### src/design/sik_pkg.sv
// ----------------------------------------------------------------------------
// sik_pkg
// Shared types, widths, reset values and the CORDIC arctangent table for the
// swerve inverse kinematics core.
// ----------------------------------------------------------------------------
package sik_pkg;

  localparam int CMD_W            = 16;
  localparam int VEC_W            = 19;  // wheel vector component, signed
  localparam int SQR_W            = 34;  // one square
  localparam int RAD_W            = 35;  // sum of two squares
  localparam int SQW              = 36;  // square root working width
  localparam int MAG_W            = 18;  // magnitude, also sqrt steps
  localparam int DIV_STEPS        = 16;  // quotient bits of normalization
  localparam int NUM_W            = 34;  // normalization dividend
  localparam int CW               = 35;  // CORDIC x/y width
  localparam int CORDIC_MAX       = 24;
  localparam int CORDIC_STEPS_DEF = 16;
  localparam int FIFO_DEPTH       = 4;
  localparam int CFG_IDX_W        = 2;
  localparam int CFG_DATA_W       = 16;
  localparam int LANES            = 4;

  localparam logic [15:0] LENGTH_RST = 16'd23170;
  localparam logic [15:0] WIDTH_RST  = 16'd23170;
  localparam logic [14:0] MOVE_RST   = 15'd4915;
  localparam logic [14:0] TURN_RST   = 15'd328;
  localparam logic [17:0] FULL_SPEED = 18'd32768;

  // atan(2^-i) in units of 2^-32 turn
  localparam logic [31:0] TURN_ATAN [CORDIC_MAX] = '{
    32'h20000000, 32'h12E4051E, 32'h09FB385B, 32'h051111D4, 32'h028B0D43,
    32'h0145D7E1, 32'h00A2F61E, 32'h00517C55, 32'h0028BE53, 32'h00145F2F,
    32'h000A2F98, 32'h000517CC, 32'h00028BE6, 32'h000145F3, 32'h0000A2FA,
    32'h0000517D, 32'h000028BE, 32'h0000145F, 32'h00000A30, 32'h00000518,
    32'h0000028C, 32'h00000146, 32'h000000A3, 32'h00000051
  };

  typedef enum logic [CFG_IDX_W-1:0] {
    CFG_LENGTH  = 2'd0,
    CFG_WIDTH   = 2'd1,
    CFG_MOVE_DB = 2'd2,
    CFG_TURN_DB = 2'd3
  } cfg_idx_t;

  typedef struct packed {
    logic [15:0] length_ratio;
    logic [15:0] width_ratio;
    logic [14:0] move_deadband;
    logic [14:0] turn_deadband;
  } cfg_t;

  typedef struct packed {
    logic signed [15:0] forward_cmd;
    logic signed [15:0] strafe_cmd;
    logic signed [15:0] rotate_cmd;
  } cmd_t;

  typedef struct packed {
    logic        hold_steer;
    logic [15:0] speed_front_left;
    logic [15:0] speed_front_right;
    logic [15:0] speed_rear_left;
    logic [15:0] speed_rear_right;
    logic [15:0] steer_front_left;
    logic [15:0] steer_front_right;
    logic [15:0] steer_rear_left;
    logic [15:0] steer_rear_right;
  } res_t;

  // classified word handed from front to back
  typedef struct packed {
    logic                    hold;
    logic signed [VEC_W-1:0] a;
    logic signed [VEC_W-1:0] b;
    logic signed [VEC_W-1:0] c;
    logic signed [VEC_W-1:0] d;
  } vec_t;

endpackage

### src/design/sik_queue.sv
// ----------------------------------------------------------------------------
// sik_queue
// Short FIFO between the classifying front and the arithmetic back.
// ----------------------------------------------------------------------------
module sik_queue (
  input  logic          clk,
  input  logic          rst_n,
  input  logic          push,
  input  sik_pkg::vec_t wdata,
  output logic          full,
  input  logic          pop,
  output sik_pkg::vec_t rdata,
  output logic          empty
);

  localparam int DEPTH = sik_pkg::FIFO_DEPTH;
  localparam int AW    = $clog2(DEPTH);

  sik_pkg::vec_t  mem [DEPTH];
  logic [AW-1:0]  wr_ptr_r, rd_ptr_r;
  logic [AW:0]    cnt_r;

  assign full  = cnt_r == (AW+1)'(DEPTH);
  assign empty = cnt_r == '0;
  assign rdata = mem[rd_ptr_r];

  always_ff @(posedge clk) begin
    if (push) begin
      mem[wr_ptr_r] <= wdata;
    end
  end

  always_ff @(posedge clk) begin
    if (!rst_n) begin
      wr_ptr_r <= '0;
      rd_ptr_r <= '0;
      cnt_r    <= '0;
    end else begin
      if (push) begin
        wr_ptr_r <= wr_ptr_r + 1'b1;
      end
      if (pop) begin
        rd_ptr_r <= rd_ptr_r + 1'b1;
      end
      cnt_r <= cnt_r + (AW+1)'(push) - (AW+1)'(pop);
    end
  end

`ifndef SYNTHESIS
  a_no_overflow: assert property (@(posedge clk) disable iff (!rst_n)
    push |-> !full)
    else $error("queue written while full");
  a_no_underflow: assert property (@(posedge clk) disable iff (!rst_n)
    pop |-> !empty)
    else $error("queue read while empty");
  a_count_step: assert property (@(posedge clk) disable iff (!rst_n)
    (push && !pop) |=> cnt_r == $past(cnt_r) + 1'b1)
    else $error("queue count lost a word");
`endif

endmodule

### config.mk
export PLATFORM = sky130hd
export DESIGN_NAME = sik_queue
export DESIGN_NICKNAME = d
export VERILOG_FILES = /design/src/design/sik_pkg.sv /design/src/design/sik_queue.sv
export SDC_FILE = /design/constraint.sdc
export NUM_CORES = 1
export LEC_CHECK = 0
export BUFFER_PORTS_ARGS = -buffer_cell sky130_fd_sc_hd__buf_2
export CORE_MARGIN = 1.5
export CORE_UTILIZATION = 45
export DETAILED_ROUTE_END_ITERATION = 7
export PLACE_DENSITY = 0.62
export SYNTH_ARGS = -nofsm -noshare
export SYNTH_HDL_FRONTEND = slang
export SYNTH_SLANG_ARGS = --single-unit
### constraint.sdc
create_clock -name clk -period 4.35 [get_ports clk]
set_input_delay 0.87 -clock clk [delete_from_list [all_inputs] [get_ports clk]]
set_output_delay 0.87 -clock clk [all_outputs]
set_load 0.03 [all_outputs]
-- Word level (Yosys, flattened, before mapping)
Memories as Yosys holds them, arrays and structs flattened. A register that Yosys moved wholly into a read port is not among the register bits.
Index checks and enable logic that the tools add are counted.
- bits in registers: 7
- memory bits (writable): 308
- input bits: 81
- output and inout port bits: 79
- word-level logic and storage cells: 14
- memories: 1
- memory list (memory ; depth ; width ; rd ports ; clocked after Yosys merged registers in ; write ports ; RTL line ; source):
    mem ; 4 ; 77 ; 1 ; 1 ; 1 ; sik_queue.sv:19 ; sik_pkg::vec_t mem [DEPTH];
- add/subtract/negate cells: 4
- eq/ne operators: 1
- mux-type cells: 4
- reductions and logical operators: 1
- operators with widths (cell ; number):
    adder 2 x 1 -> 2 bit, second input constant ; 2
    two-way mux 2 bit ; 2
    adder 3 x 1 -> 3 bit ; 1
    == test 3 bit, second input constant ; 1
    zero test 3 bit ; 1
    subtractor 3 x 1 -> 3 bit ; 1
    two-way mux 1 bit ; 2

-- Depth between registers and ports, before layout
Gate-level depths: netlist (run 1).
- word-level depth: 3
- gate-level depth with buffers: 7
- depth with buffers taken out: 7

-- Worst setup path after synthesis (run 1)
Ideal clock, no wire load.
- path kind: input to register
- start point: input port push
- end point: memory mem[0][0] in the netlist's numbering, enable pin
- setup time: 0.443 ns
- arrival: 2.666 ns
- data required time: 3.907 ns
- path slack: 1.240 ns
- stages on the path: 1
- buffers on the path: 0
- cell sequence: and2_1
- cells in the longest elaborated chain, start to end: 2
- ends and longest elaborated chain (element ; RTL line ; source):
    start: declaration ; sik_queue.sv:8 ; input logic push,
    two-way mux 1 bit ; sik_queue.sv:28 ; if (push) begin
    two-way mux 1 bit (implied by the code) ; sik_queue.sv:29 ; mem[wr_ptr_r] <= wdata;
    end: declaration ; sik_queue.sv:19 ;
Every way passes these cells.

==> impl_metrics.yaml, run 1 <==
floorplanning:
  num_rows: 58
  die_x_um: 163
  start_util_pct: 45.9
  ios: 160
  fp.coreArea_um2: 25300
  die_area_um2: 26700
  dieHeight_um: 163
power:
  sw_frac_of_total_pct: 22.5
  pwr-share-comb_pct: 10.8
  p_switching_w: 0.00162
  clkPwrFrac_pct: 39.5
  internal_power_w: 0.00558
  p_leak_nw: 4.71
  seqPwrFrac_pct: 49.7
  worst_ir_drop_vdd_uv: 325
  power_density_nw_per_um2: 518
logic_synthesis:
  syn_inst: 446
  netlist.area_leader.share_pct: 79.8
  netlist_area_um2: 11600
  synth-seq-cells: 317
  yosys_warnings: 0
  ys_top_cells_by_area: "edfxtp_1 80%, mux4_2 15%, dfxtp_1 1.6%, buf_12 0.69%, ha_1 0.65%"
  syn-num-nets: 534
  yosysSeqAreaShare_pct: 81.4
  syn_avg_cell_area_um2: 26.0
  ys_types: 21
  synth_area_leader_cell: "edfxtp_1"
layout:
  instances_no_fill: 990
  layout-drive-gt1-share_pct: 45.5
  fillers: 1938
  final_common_cell: "edfxtp_1"
  post-route-util_pct: 55.0
  final_cell_mix: "308 x edfxtp_1, 159 x buf_2, 77 x mux4_2"
  syn_to_final_growth_pct: 19.8
  final_nets: 723
placed_design:
  placement.io_buffers: 159
  dpl.cell_count: 929
  hpwl_um: 12500
  gp_congestion: 0.772
grt:
  grt_pass1_vias: 5575
  grt_pass1_wl_um: 31800
  grt_max_degree: 53
  grt_overflow: 0
  antenna_found_initial: 3
  grt.total_usage_pct: 15.9
setup_path:
  endpoint_kind: "primary output"
  required_ps: 3480
  worstPathArrival_ps: 2440
  crit_fanout: 24
  critical_path_class: "reg -> out"
  cp-start-kind: "register"
timing:
  slew_headroom_pct: 44.9
  hold_viol_final: 0
  finClkSkew_ps: 7.07
  grt_setup_unrepaired: "false"
  worst_pin_slew_ps: 826
  final.min_clock_period_ps: 3310
  slew_violations: 0
  setup_tns_ps: 0
  setup_violations: 0
  clock.fmax_ghz: 0.302
  fin_crit_sh_pct: 76.0
cts:
  cts_tree: "yes"
  path_clk_slew_ps: 50
  h-tree-depth: 2
  insertion_delay_ps: 500
  clock_path_buffers: 3
  post-cts-setup-buffers: 0
  numCtsBuffers: 34
  hold_buffers: 0
  cts-root-buf: "clkbuf_16"
  clock_sinks: 317
  cts_resized: 0
drt:
  wl_um: 20500
  ant_nets: 0
  drcViolationCount: 0
  drtIter0Drc: 432
  num_vias: 5229
  drtPass1Iterations: 5
  viasPerCell: 5.28
  wl_per_cell_um: 20.7
flow_run:
  maxCapViolCount: 0
status:
  status: "finished clean"
worst_hold_path:
  hold_class: "reg -> reg"
[power by group through the flow]
| stage | registers, W | logic, W | clock network (W) |
|---|---|---|---|
| 2_1_floorplan | 0.00361 | 0.000583 | 0 |
| 4_1_cts | 0.00358 | 0.000799 | 0.00291 |
| 3_3_place_gp | 0.00363 | 0.000781 | 0 |
| 5_1_grt | 0.00359 | 0.000834 | 0.00303 |
| 3_5_place_dp | 0.00364 | 0.000795 | 0 |
| 6_report | 0.00358 | 0.000780 | 0.00284 |
[Yosys cell counts]
library cell and count:
edfxtp_1 308, mux4_2 77, dfxtp_1 9, inv_1 7, and2_1 6, ha_1 6
buf_2 5, nor2_1 5, buf_12 4, buf_4 4, clkbuf_1 4, xnor2_1 2
a21bo_2 1, a21oi_1 1, and3_1 1, buf_6 1, fa_1 1, mux2i_1 1
nand3b_1 1, nor3_1 1, xor3_1 1
[kinds of logic after synthesis]
group	synth area share (%)
fa+ha+maj	0.821
xor+xnor	0.356
compound gates	0.130
flops	81.4
mux	15.1
buf+inv	1.62
simple gates	0.648
[area by class of cell]
type / instances / area, µm² / share of cell area, %
Inverter: 7 / 26.3 / 0.189
Sequential cell: 317 / 9440 / 68.0
Clock inverter: 18 / 178 / 1.28
Antenna cell: 1 / 2.50 / 0.0180
Clock buffer: 42 / 945 / 6.81
Multi-Input combinational cell: 104 / 1980 / 14.3
Tap cell: 330 / 413 / 2.97
Timing Repair Buffer: 171 / 898 / 6.47
[critical path, cell delays in order, from the launching register on]
cell and delay [ps]:
dfxtp_4 670, buf_4 480, mux4_2 570, buf_2 190
[worst paths after layout]
path | cells past startpoint | slack (ps) | endpoint | from
min | 2 | 540 | register | rd_ptr_r[0]
max | 3 | 1040 | rdata[46] | register
max reg2reg | 3 | 2300 | mem[1][40] | wr_ptr_r[0]
min reg2reg | 2 | 540 | register | rd_ptr_r[0]
[sequential cells by signal, indices dropped and copies added (netlist names), named ones only]
register and flops:
mem 308, cnt_r 3, wr_ptr_r 2, rd_ptr_r 2
[routing by layer]
metal	GRT usage [%]	part of all wire (%)	vias up
met5	0	0.12	-
met4	4.46	1.8	4
met3	4.80	8.3	35
met1	20.5	40	2711
met2	26.3	50	193
li1	-	-	2286
[stage by stage]
step | instance area (µm²) | setup WS [ps] | hold slack, ps | total power [W]
after floorplan | 11600 | 1240 | 499 | 0.00419
after global placement | 12800 | 1510 | 503 | 0.00441
after detailed placement | 12800 | 1480 | 523 | 0.00444
after CTS | 13900 | 944 | 533 | 0.00729
after global routing | 13900 | 850 | 566 | 0.00746
final | 13900 | 1040 | 538 | 0.00720
(Power assumes the default switching activity.)
==> run 2: changes to the inputs <==
Clock period 4.35 ns to 3.2 ns, I/O delays scaled along.
==> impl_metrics.yaml, run 2 (synthesis results as in run 1) <==
layout:
  top_regs: "mem (308), cnt_r (3)"
  final_nets: 723
  largest_register_ffs: 308
  layout-drive-gt1-share_pct: 45.8
  syn_to_final_growth_pct: 19.8
  final_cell_mix: "308 x edfxtp_1, 159 x buf_2, 77 x mux4_2"
  final_common_cell: "edfxtp_1"
  top_register: "mem"
  fillers: 1920
  instances_no_fill: 991
drt:
  viasPerCell: 5.22
  drcViolationCount: 0
  wl_um: 21200
  num_vias: 5175
  drtIter0Drc: 351
  wl_per_cell_um: 21.4
  ant_nets: 0
  drtPass1Iterations: 4
cts:
  path_clk_slew_ps: 60
  clock_path_buffers: 3
  post-cts-setup-buffers: 0
  insertion_delay_ps: 490
  cts-root-buf: "clkbuf_16"
  cts_tree: "yes"
  h-tree-depth: 2
  hold_buffers: 0
  numCtsBuffers: 34
  cts_resized: 0
  clock_sinks: 317
status:
  status: "finished clean"
timing:
  hold_ws_ps: 356
  clock.fmax_ghz: 0.367
  grt_setup_unrepaired: "false"
  setup_tns_ps: 0
  worst_pin_slew_ps: 586
  hold_viol_final: 0
  fin_crit_sh_pct: 85.2
  finClkSkew_ps: 9.52
  slew_violations: 0
  slew_headroom_pct: 60.9
  final.min_clock_period_ps: 2730
  setup_violations: 0
placed_design:
  hpwl_um: 12600
  gp_congestion: 0.703
  placement.io_buffers: 159
  dpl.cell_count: 929
grt:
  grt.total_usage_pct: 16.4
  top_usage_layer: "met2"
  grt_pass1_wl_um: 32300
  antenna_found_initial: 4
  grt_overflow: 0
  use_met3_pct: 5.08
  grtUsageMet2_pct: 28.5
  grt_pass1_vias: 5606
  met1_usage_pct: 19.9
  grt_max_degree: 37
setup_path:
  required_ps: 2560
  slowest_stage: "dfxtp_4"
  worstPathArrival_ps: 2090
  endpoint_kind: "primary output"
  crit_fanout: 34
  r2r_cells: 7
  cp-start-kind: "register"
  max_stage_delay_ps: 700
  path_cells: "buf_12, mux4_2, buf_2"
  critical_path_class: "reg -> out"
power:
  clkPwrFrac_pct: 37.7
  sw_frac_of_total_pct: 23.4
  p_leak_nw: 4.70
  p_switching_w: 0.00223
  seqPwrFrac_pct: 50.7
  power_density_nw_per_um2: 688
  worst_ir_drop_vdd_uv: 438
  internal_power_w: 0.00731
  pwr-share-comb_pct: 11.6
floorplanning:
  start_util_pct: 45.9
  fp.coreArea_um2: 25300
  die_x_um: 163
  ios: 160
  num_rows: 58
  dieHeight_um: 163
  die_area_um2: 26700
flow_run:
  maxCapViolCount: 0
worst_hold_path:
  hold_class: "in -> reg"
  hold_path_depth: 1
## run 2: cell count changes in the layout (fill, tap and decap cells not counted), moves of 2 or more
cell / before / now
buf_12: 1 / 7
buf_4: 11 / 5
bufinv_16: 4 / 0
clkinv_1: 10 / 8
clkinv_2: 4 / 6
## run 2: power groups by stage
stage          Clock, W  Sequential, W  Combinational, W
2_1_floorplan         0        0.00490          0.000792
3_3_place_gp          0        0.00492           0.00111
3_5_place_dp          0        0.00493           0.00113
4_1_cts         0.00370        0.00484           0.00113
5_1_grt         0.00386        0.00486           0.00118
6_report        0.00360        0.00484           0.00110
## run 2: worst paths after layout
| check | from | end | slack [ps] |
|---|---|---|---|
| setup / recovery | register | rdata[18] | 470 |
| setup reg to reg | cnt_r[0] | cnt_r[2] | 1380 |
| hold / removal | wdata[62] | mem[3][62] | 360 |
| hold reg to reg | wr_ptr_r[0] | wr_ptr_r[0] | 570 |
## run 2: per-layer routing
metal,wire [µm],vias to the layer above
met2,10900,160
met3,1610,37
li1,-,2284
met1,8310,2688
met5,39,-
met4,352,6
## run 2: layout make-up
cell class | count | area, µm² | share of cell area (%)
diodes | 1 | 2.50 | 0.0180
clock buffers | 44 | 962 | 6.93
clock inverters | 17 | 85.1 | 0.613
inverters | 7 | 26.3 | 0.189
multi-input cells | 104 | 1980 | 14.3
flip-flops and latches | 317 | 9440 | 68.0
well taps | 330 | 413 | 2.97
repair buffers | 171 | 973 | 7.01
## run 2: worst max-delay path, delay by kind of cell (launching register included)
| kind | cells | cell delay [ps] |
|---|---|---|
| DFF | 1 | 700 |
| buffers and inverters | 2 | 510 |
| muxes | 1 | 370 |
## run 2: per-stage QoR
step           utilization, %  cell area (µm²)  worst slack (ps)  power (W)
6_report                 55.0            13900               472    0.00954
5_1_grt                  54.9            13900               337    0.00991
4_1_cts                  54.9            13900               371    0.00968
3_5_place_dp             50.8            12800               904    0.00606
3_3_place_gp             50.8            12800               900    0.00603
2_1_floorplan               -            11600               320    0.00570
